<file path="config.mk">
export PLATFORM = sky130hd
export DESIGN_NAME = contiguous_list_append_remove
export DESIGN_NICKNAME = d
export VERILOG_FILES = /design/src/hw/rtl/clar_pkg.sv /design/src/hw/rtl/contiguous_list_append_remove.sv
export SDC_FILE = /design/constraint.sdc
export NUM_CORES = 2
export LEC_CHECK = 0
export BUFFER_PORTS_ARGS = -buffer_cell sky130_fd_sc_hd__buf_2
export CORE_UTILIZATION = 65
export CTS_CLUSTER_DIAMETER = 40
export CTS_CLUSTER_SIZE = 20
export DETAILED_ROUTE_END_ITERATION = 12
export PLACE_DENSITY = 0.81
export SYNTH_ARGS = -nofsm -noshare
export SYNTH_HDL_FRONTEND = slang
export SYNTH_SLANG_ARGS = --single-unit
</file>
<file path="constraint.sdc">
create_clock -name clk -period 6.9 [get_ports clk]
set_input_delay 1.38 -clock clk [delete_from_list [all_inputs] [get_ports clk]]
set_output_delay 1.38 -clock clk [all_outputs]
set_load 0.02 [all_outputs]
</file>
<file path="src/hw/rtl/clar_pkg.sv">
// ----------------------------------------------------------------------------
// clar_pkg
// Shared sizes and codes for the contiguous list with append and remove.
// ----------------------------------------------------------------------------
package clar_pkg;

	localparam int CAPACITY = 64;
	localparam int DATA_W   = 32;
	localparam int IDX_W    = 6;
	localparam int CNT_W    = 7;
	localparam int STAT_W   = 2;

	// operation codes on the func field
	localparam logic FUNC_APPEND = 1'b0;
	localparam logic FUNC_REMOVE = 1'b1;

	// result status codes
	localparam logic [STAT_W-1:0] STATUS_DONE      = 2'd0;
	localparam logic [STAT_W-1:0] STATUS_FULL      = 2'd1;
	localparam logic [STAT_W-1:0] STATUS_NOT_FOUND = 2'd2;

endpackage

</file>
<file path="src/hw/rtl/contiguous_list_append_remove.sv">
// ----------------------------------------------------------------------------
// contiguous_list_append_remove
// Ordered list of 32-bit values packed from position 0, held in one RAM.
// ----------------------------------------------------------------------------
// Input channel (in_valid / in_ready) carries one word: func and item_value.
// func 0 appends item_value after the last entry; func 1 removes the first
// entry equal to item_value and moves every later entry down by one place.
// Output channel (out_valid / out_ready) returns one word per input word:
// status, position and entry_count after the operation.
// One word is in work at a time. An append passes through ST_APPEND to the
// result state. A remove streams the list through the single RAM read port,
// one entry per cycle, first comparing and then copying each later entry one
// place down. A remove on an empty list goes straight to the result state.
// in_ready returns with out_valid.
// The result sits in an output register, so a stalled receiver holds
// out_valid and the payload; the next input word is accepted and worked on
// meanwhile, and its result waits until the register frees up.
// Reset (arst_n low) empties the list at once; no clearing pass runs.
// ----------------------------------------------------------------------------
module contiguous_list_append_remove (
	input  logic                          clk,
	input  logic                          arst_n,
	input  logic                          in_valid,
	output logic                          in_ready,
	input  logic                          func,
	input  logic signed [clar_pkg::DATA_W-1:0] item_value,
	output logic                          out_valid,
	input  logic                          out_ready,
	output logic [clar_pkg::STAT_W-1:0]   status,
	output logic [clar_pkg::IDX_W-1:0]    position,
	output logic [clar_pkg::CNT_W-1:0]    entry_count
);
	import clar_pkg::*;

	typedef enum logic [2:0] {
		ST_IDLE,
		ST_APPEND,
		ST_SCAN,
		ST_SHIFT,
		ST_RESP
	} state_t;

	state_t              state_q;
	logic                func_q;
	logic [DATA_W-1:0]   val_q;
	logic [CNT_W-1:0]    cnt_q;
	logic [CNT_W-1:0]    idx_q;
	logic [STAT_W-1:0]   res_stat_q;
	logic [IDX_W-1:0]    res_pos_q;
	logic                out_valid_q;
	logic [STAT_W-1:0]   status_q;
	logic [IDX_W-1:0]    position_q;
	logic [CNT_W-1:0]    entry_count_q;

	// read pipe
	logic                rd_vld_s1;
	logic [IDX_W-1:0]    tag_s1;
	logic [DATA_W-1:0]   rd_data_s1;

	logic [DATA_W-1:0]   mem [CAPACITY];

	logic                issue;
	logic                hit;
	logic                last;
	logic                full;
	logic                wr_en;
	logic [IDX_W-1:0]    wr_addr;
	logic [DATA_W-1:0]   wr_data;

	// read one entry a cycle while scanning or shifting, up to the fill count
	assign issue = ((state_q == ST_SCAN) || (state_q == ST_SHIFT)) && (idx_q < cnt_q);
	assign hit   = rd_vld_s1 && (state_q == ST_SCAN) && (rd_data_s1 == val_q);
	assign last  = rd_vld_s1 && ({1'b0, tag_s1} == (cnt_q - 1'b1));
	assign full  = (cnt_q == CNT_W'(CAPACITY));

	// write the appended value, or move a read entry one place down
	always_comb begin
		wr_en   = 1'b0;
		wr_addr = tag_s1 - 1'b1;
		wr_data = rd_data_s1;
		if (state_q == ST_APPEND) begin
			wr_en   = !full;
			wr_addr = cnt_q[IDX_W-1:0];
			wr_data = val_q;
		end else if (state_q == ST_SHIFT) begin
			wr_en = rd_vld_s1;
		end
	end

	// list storage, one write and one registered read per cycle
	always_ff @(posedge clk) begin
		if (wr_en) begin
			mem[wr_addr] <= wr_data;
		end
		if (issue) begin
			rd_data_s1 <= mem[idx_q[IDX_W-1:0]];
		end
	end

	// control, read tags and result registers
	always_ff @(posedge clk or negedge arst_n) begin
		if (!arst_n) begin
			state_q       <= ST_IDLE;
			func_q        <= FUNC_APPEND;
			val_q         <= '0;
			cnt_q         <= '0;
			idx_q         <= '0;
			res_stat_q    <= STATUS_DONE;
			res_pos_q     <= '0;
			rd_vld_s1     <= 1'b0;
			tag_s1        <= '0;
			out_valid_q   <= 1'b0;
			status_q      <= STATUS_DONE;
			position_q    <= '0;
			entry_count_q <= '0;
		end else begin
			rd_vld_s1 <= issue;
			tag_s1    <= idx_q[IDX_W-1:0];
			if (issue) begin
				idx_q <= idx_q + 1'b1;
			end
			// drop the taken word unless a new result replaces it
			if (out_valid_q && out_ready && (state_q != ST_RESP)) begin
				out_valid_q <= 1'b0;
			end

			unique case (state_q)
				ST_IDLE: begin
					if (in_valid) begin
						func_q <= func;
						val_q  <= item_value;
						idx_q  <= '0;
						if (func == FUNC_APPEND) begin
							state_q <= ST_APPEND;
						end else if (cnt_q == '0) begin
							res_stat_q <= STATUS_NOT_FOUND;
							res_pos_q  <= '0;
							state_q    <= ST_RESP;
						end else begin
							state_q <= ST_SCAN;
						end
					end
				end
				ST_APPEND: begin
					if (full) begin
						res_stat_q <= STATUS_FULL;
						res_pos_q  <= '0;
					end else begin
						res_stat_q <= STATUS_DONE;
						res_pos_q  <= cnt_q[IDX_W-1:0];
						cnt_q      <= cnt_q + 1'b1;
					end
					state_q <= ST_RESP;
				end
				ST_SCAN: begin
					if (hit) begin
						res_stat_q <= STATUS_DONE;
						res_pos_q  <= tag_s1;
						if (last) begin
							cnt_q   <= cnt_q - 1'b1;
							state_q <= ST_RESP;
						end else begin
							state_q <= ST_SHIFT;
						end
					end else if (last) begin
						res_stat_q <= STATUS_NOT_FOUND;
						res_pos_q  <= '0;
						state_q    <= ST_RESP;
					end
				end
				ST_SHIFT: begin
					// drop the count once the last entry has moved down
					if (last) begin
						cnt_q   <= cnt_q - 1'b1;
						state_q <= ST_RESP;
					end
				end
				ST_RESP: begin
					if (!out_valid_q || out_ready) begin
						out_valid_q   <= 1'b1;
						status_q      <= res_stat_q;
						position_q    <= res_pos_q;
						entry_count_q <= cnt_q;
						state_q       <= ST_IDLE;
					end
				end
				default: begin
					state_q <= ST_IDLE;
				end
			endcase
		end
	end

	assign in_ready    = (state_q == ST_IDLE);
	assign out_valid   = out_valid_q;
	assign status      = status_q;
	assign position    = position_q;
	assign entry_count = entry_count_q;

	// the list never holds more than its capacity
	a_cnt_bound: assert property (@(posedge clk) disable iff (!arst_n)
		cnt_q <= CNT_W'(CAPACITY))
		else $error("fill count above capacity");

	// no read is in flight when a new word can be taken
	a_pipe_drained: assert property (@(posedge clk) disable iff (!arst_n)
		in_ready |-> !rd_vld_s1)
		else $error("read still in flight at accept");

	// a shift never writes the entry being read in the same cycle
	a_no_overlap: assert property (@(posedge clk) disable iff (!arst_n)
		(wr_en && issue) |-> (wr_addr != idx_q[IDX_W-1:0]))
		else $error("write and read address collide");

	// the count moves only at the end of an append or a remove
	a_cnt_change: assert property (@(posedge clk) disable iff (!arst_n)
		(cnt_q != $past(cnt_q)) |->
		($past(state_q) == ST_APPEND || $past(state_q) == ST_SCAN ||
		 $past(state_q) == ST_SHIFT))
		else $error("fill count changed outside an operation");

	// a finished append leaves a result for the output register
	a_resp_next: assert property (@(posedge clk) disable iff (!arst_n)
		(state_q == ST_APPEND) |=> (state_q == ST_RESP))
		else $error("append did not complete");

	// entries only move down while a remove is in work
	a_func_remove: assert property (@(posedge clk) disable iff (!arst_n)
		(state_q == ST_SHIFT) |-> (func_q == FUNC_REMOVE))
		else $error("shift outside a remove");

endmodule
</file>
==> qor_table.md <==
| Stage | Quantity | Reported |
|---|---|---|
| run status | Run status | complete, but fails checks |
| run status | Violated checks | DRC |
| global route | Global-route usage over all layers | 34.2% |
| route | Drt wl/cell | 38.4 um |
| clock tree | Hold-fix buffers at CTS | 0 |
| placement | Number of placed instances, taps included | 5264 |
| critical path | Critical path buffers and inverters | 1 |
| sta | Final period demand of the worst path | 4.69 ns |
| route | Total iterations of the first detailed-routing run | 13 |
| critical path | FF-to-FF Start | state_q[0] |
| sta | Summed negative setup slack over all endpoints | 0 ns |
| floorplan | DIE WIDTH | 360 um |
| cells and area | Post-route cell area | 0.0935 mm2 |
| critical path | Nature of the critical path endpoint | flop |
| critical path | Destination of the worst register-to-register timing path | mem[30][7] |
| sta | Slew of the pin with the lowest slew margin | 1.22 ns |
| sta | Setup skew after layout | 0.0327 ns |
| global route | Pin count of the biggest net entering global routing | 138 |
| logic synthesis | Synth cell types | 57 |
| cells and area | Growth of design area from synthesis to finish | 12.1% |
| critical path | Series of cell instances along the critical path | nand2b_1 -> nand2b_2 -> nor2_1 -> a21o_1 -> nand3_1 -> nor2_4 -> buf_4 |
| route | Met3 WL post-DR | 31300 um |
| global route | Leftover overflow at the end of global routing | 0 |
| route | DRC violation total after the first TritonRoute iteration | 6834 |
| logic synthesis | Synthesized net count | 3723 |
| logic synthesis | Cell area after synthesis | 0.0834 mm2 |
| clock tree | Number of setup buffers added after CTS | 0 |
| power | Power after layout | 40.8 mW |
| cells and area | Final cell count without fillers | 5653 |
| route | Total routed wire length on the met1 layer | 77700 um |
| placement | Number of buffers added on ports | 53 |
| logic synthesis | Top cells by count, synth | 2080 x sky130_fd_sc_hd__edfxtp_1, 640 x sky130_fd_sc_hd__mux4_2, 300 x sky130_fd_sc_hd__nand2_1 |
| critical path | Worst Path Class, Setup | reg2reg |
| critical path | CP top delay family | simple AND/OR/NAND/NOR gates |
| logic synthesis | FFs w/ async S/R, synth | 3.70% |
| logic synthesis | Yosys reg bits | 2160 |
| logic synthesis | Sequential cell area fraction in the yosys report | 77.3% |
| critical path | Standard cell with the maximum stage delay on the critical path | sky130_fd_sc_hd__nor2_4 |
| clock tree | Max Root-Sink Buffers | 3 |
| job | Max cap viols | 0 |
| sta | Fin. Hold Viols | 0 |
| power | LEAKAGE | 29.1 nW |
| route | Total Routed Length | 217000 um |
| cells and area | Final core occ | 73.4% |
| logic synthesis | Count of flip-flops with a built-in enable after synthesis | 2080 |
| sta | Final slew viol count | 0 |
| sta | RSZ-0062 raised after global routing | false |
| clock tree | Clock tree from TritonCTS | built |
| critical path | Launching element type of the critical path | flop |
| placement | Last weighted congestion value of the routability-driven placer | 1.00 |
| critical path | Worst endpoint data arrival time | 5.23 ns |
| clock tree | Number of H-tree levels | 4 |
| floorplan | Full die area | 0.130 mm2 |
| route | Number of antenna-violating nets in the routed design | 0 |
| clock tree | Clock buffer count from CTS | 203 |
| logic synthesis | Post-synthesis cell count | 3675 |
| global route | Initial antenna violation count | 8 |
| global route | First-pass GRT wire length | 305000 um |
| sta | Relative slew margins | 18.4% |
| route | Vias per std cell | 7.27 |
| route | Count of vias placed by the detailed router | 41100 |
| logic synthesis | Most numerous cell in the Yosys netlist | sky130_fd_sc_hd__edfxtp_1 |
| route | DRC violation count after routing | 2 |
| power | Worst voltage drop across the vdd grid | 0.464 mV |
| route | Amount of wire on met2 after detailed routing | 97300 um |
| floorplan | Starting density of the core | 65.5% |
| cells and area | Fraction of layout instances using a drive strength above 1 | 31.5% |
| logic synthesis | Top cells by area, synth | sky130_fd_sc_hd__edfxtp_1 75%, sky130_fd_sc_hd__mux4_2 17%, sky130_fd_sc_hd__dfrtp_1 2.4% |
| critical path | Max FO, Critical Path | 42 |
| logic synthesis | Cell type with the highest aggregate area in the netlist | sky130_fd_sc_hd__edfxtp_1 |
| placement | Half-perimeter wire length after detailed placement | 124000 um |
| route | Topmost layer with routed signal wires | met5 |
| logic synthesis | Most used DFF post-synth | sky130_fd_sc_hd__edfxtp_1 |
| logic synthesis | Area fraction of the dominant cell type after synthesis | 74.9% |
| min path | Hold Crit Class | in2async |
| clock tree | Insertion delay of the later-clocked pin in the worst-skew pair | 0.85 ns |
| placement | Post-Place Cell Area | 0.0862 mm2 |
| clock tree | CTS clock-pin slew for the worst setup and hold paths | 0.07 ns |
| clock tree | Post_cts resized | 0 |
| power | Power density of the placed cells | 436 mW/mm2 |
| cells and area | Fill cell total of the finished layout | 6526 |
| critical path | FF-to-FF path depth | 7 |
| global route | Via count of the first global-routing pass | 40600 |
| floorplan | Rows | 131 |
| cells and area | Number of nets in the finished design | 3855 |
| critical path | Highest cell delay on the worst timing path | 1.02 ns |
| critical path | Register-to-Register Setup Slack | 2.21 ns |
| clock tree | Clock tree root buffer cell | sky130_fd_sc_hd__clkbuf_16 |
| floorplan | IO Count | 54 |
| floorplan | Die height | 360 um |
| floorplan | Core region area | 0.127 mm2 |
| sta | Part of the cycle the worst path needs | 68.0% |
| logic synthesis | Avg Synthesized Cell Area | 22.7 um2 |
| critical path | Required time worst endpoint | 7.44 ns |
| sta | Setup violation total in the final timing report | 0 |
| clock tree | CTS sink count | 2160 |
| logic synthesis | YS warnings | 0 |
| sta | Upper clock frequency limit | 213 MHz |
## state kept, by name, indices dropped and copies added (netlist names)
signal,count
mem,2048
rd_data_s1,32
val_q,32
cnt_q,7
entry_count,7
idx_q,7
position,6
res_pos_q,6
tag_s1,6
state_q,3
res_stat_q,2
status,2
out_valid,1
rd_vld_s1,1
## layer usage
metal | global-route usage, % | vias to the layer above
met1 | 50.1 | 21500
met4 | 13.7 | 8
li1 | - | 15700
met2 | 49.0 | 3411
met5 | 1.41 | -
met3 | 10.7 | 509
## power breakdown
part,internal (mW),switching (mW)
sequential,17.4,0.696
clock,6.51,5.62
combinational,3.15,7.43
total,27.0,13.7
## stage by stage
step                hold WS (ns)  setup slack (ns)
floorplan                  0.373              3.47
global placement           0.461              2.60
detailed placement         0.466              2.47
CTS                        0.446              2.37
global route               0.489              2.13
finish                     0.475              2.21
## logic make-up (layout without fill, tap and decap cells)
family                     after synthesis  count (layout)  share of synthesized area (%)
muxes                                  684             684                           17.8
AOI/OAI and AO/OA                       93              93                          0.708
buffers and inverters                  202             514                           1.06
DFF                                   2160            2160                           77.3
and+or+nand+nor                        474             474                           2.42
other                                    0               4                              0
adders and majority gates               11              11                          0.165
xor gates and xnor gates                51              51                          0.536
## area by class of cell
type | count | area (um2) | share of cell area, %
flip-flops and latches | 2160 | 64500 | 68.9
diodes | 4 | 10.0 | 0.0107
multi-input cells | 1313 | 18700 | 20.0
well taps | 1662 | 2080 | 2.22
clock buffers | 218 | 5350 | 5.72
repair buffers | 115 | 858 | 0.918
clock inverters | 167 | 2030 | 2.17
inverters | 14 | 52.6 | 0.0562
## how the worst max path moves through the flow
| stage | startpoint | end | slack, ns | cells past startpoint |
|---|---|---|---|---|
| 2_1_floorplan | cnt_q[0] | mem[57][0] | 3.47 | 10 |
| 3_3_place_gp | state_q[0] | mem[30][1] | 2.60 | 7 |
| 3_5_place_dp | state_q[0] | mem[30][1] | 2.47 | 7 |
| 4_1_cts | state_q[0] | mem[30][1] | 2.37 | 7 |
| 5_1_grt | state_q[0] | mem[30][1] | 2.13 | 7 |
| 6_report | state_q[0] | mem[30][7] | 2.21 | 7 |
## cell usage in the layout (no fill, tap or decap), types with 11 or more instances in the layout
master                       Yosys  final
sky130_fd_sc_hd__a21oi_1        46     46
sky130_fd_sc_hd__and3_1         32     32
sky130_fd_sc_hd__buf_2          54     52
sky130_fd_sc_hd__buf_4           4     53
sky130_fd_sc_hd__bufinv_16       0     15
sky130_fd_sc_hd__clkbuf_16       0    213
sky130_fd_sc_hd__clkinv_4        0     18
sky130_fd_sc_hd__clkinv_8        0     23
sky130_fd_sc_hd__clkinvlp_4      0     21
sky130_fd_sc_hd__dfrtp_1        80     75
sky130_fd_sc_hd__edfxtp_1     2080   2080
sky130_fd_sc_hd__ha_1           11     11
sky130_fd_sc_hd__inv_1          13     13
sky130_fd_sc_hd__inv_12          0     11
sky130_fd_sc_hd__inv_6           0     44
sky130_fd_sc_hd__inv_8           0     25
sky130_fd_sc_hd__mux2i_1        37     37
sky130_fd_sc_hd__mux4_2        640    640
sky130_fd_sc_hd__nand2_1       300    268
sky130_fd_sc_hd__nand2_2         1     26
sky130_fd_sc_hd__nor2_1         87     22
sky130_fd_sc_hd__nor2_4          0     65
sky130_fd_sc_hd__o21ai_0        14     14
sky130_fd_sc_hd__xnor2_1        17     17
sky130_fd_sc_hd__xor2_1         34     34
No activity file was read; power rests on OpenSTA's default activity.
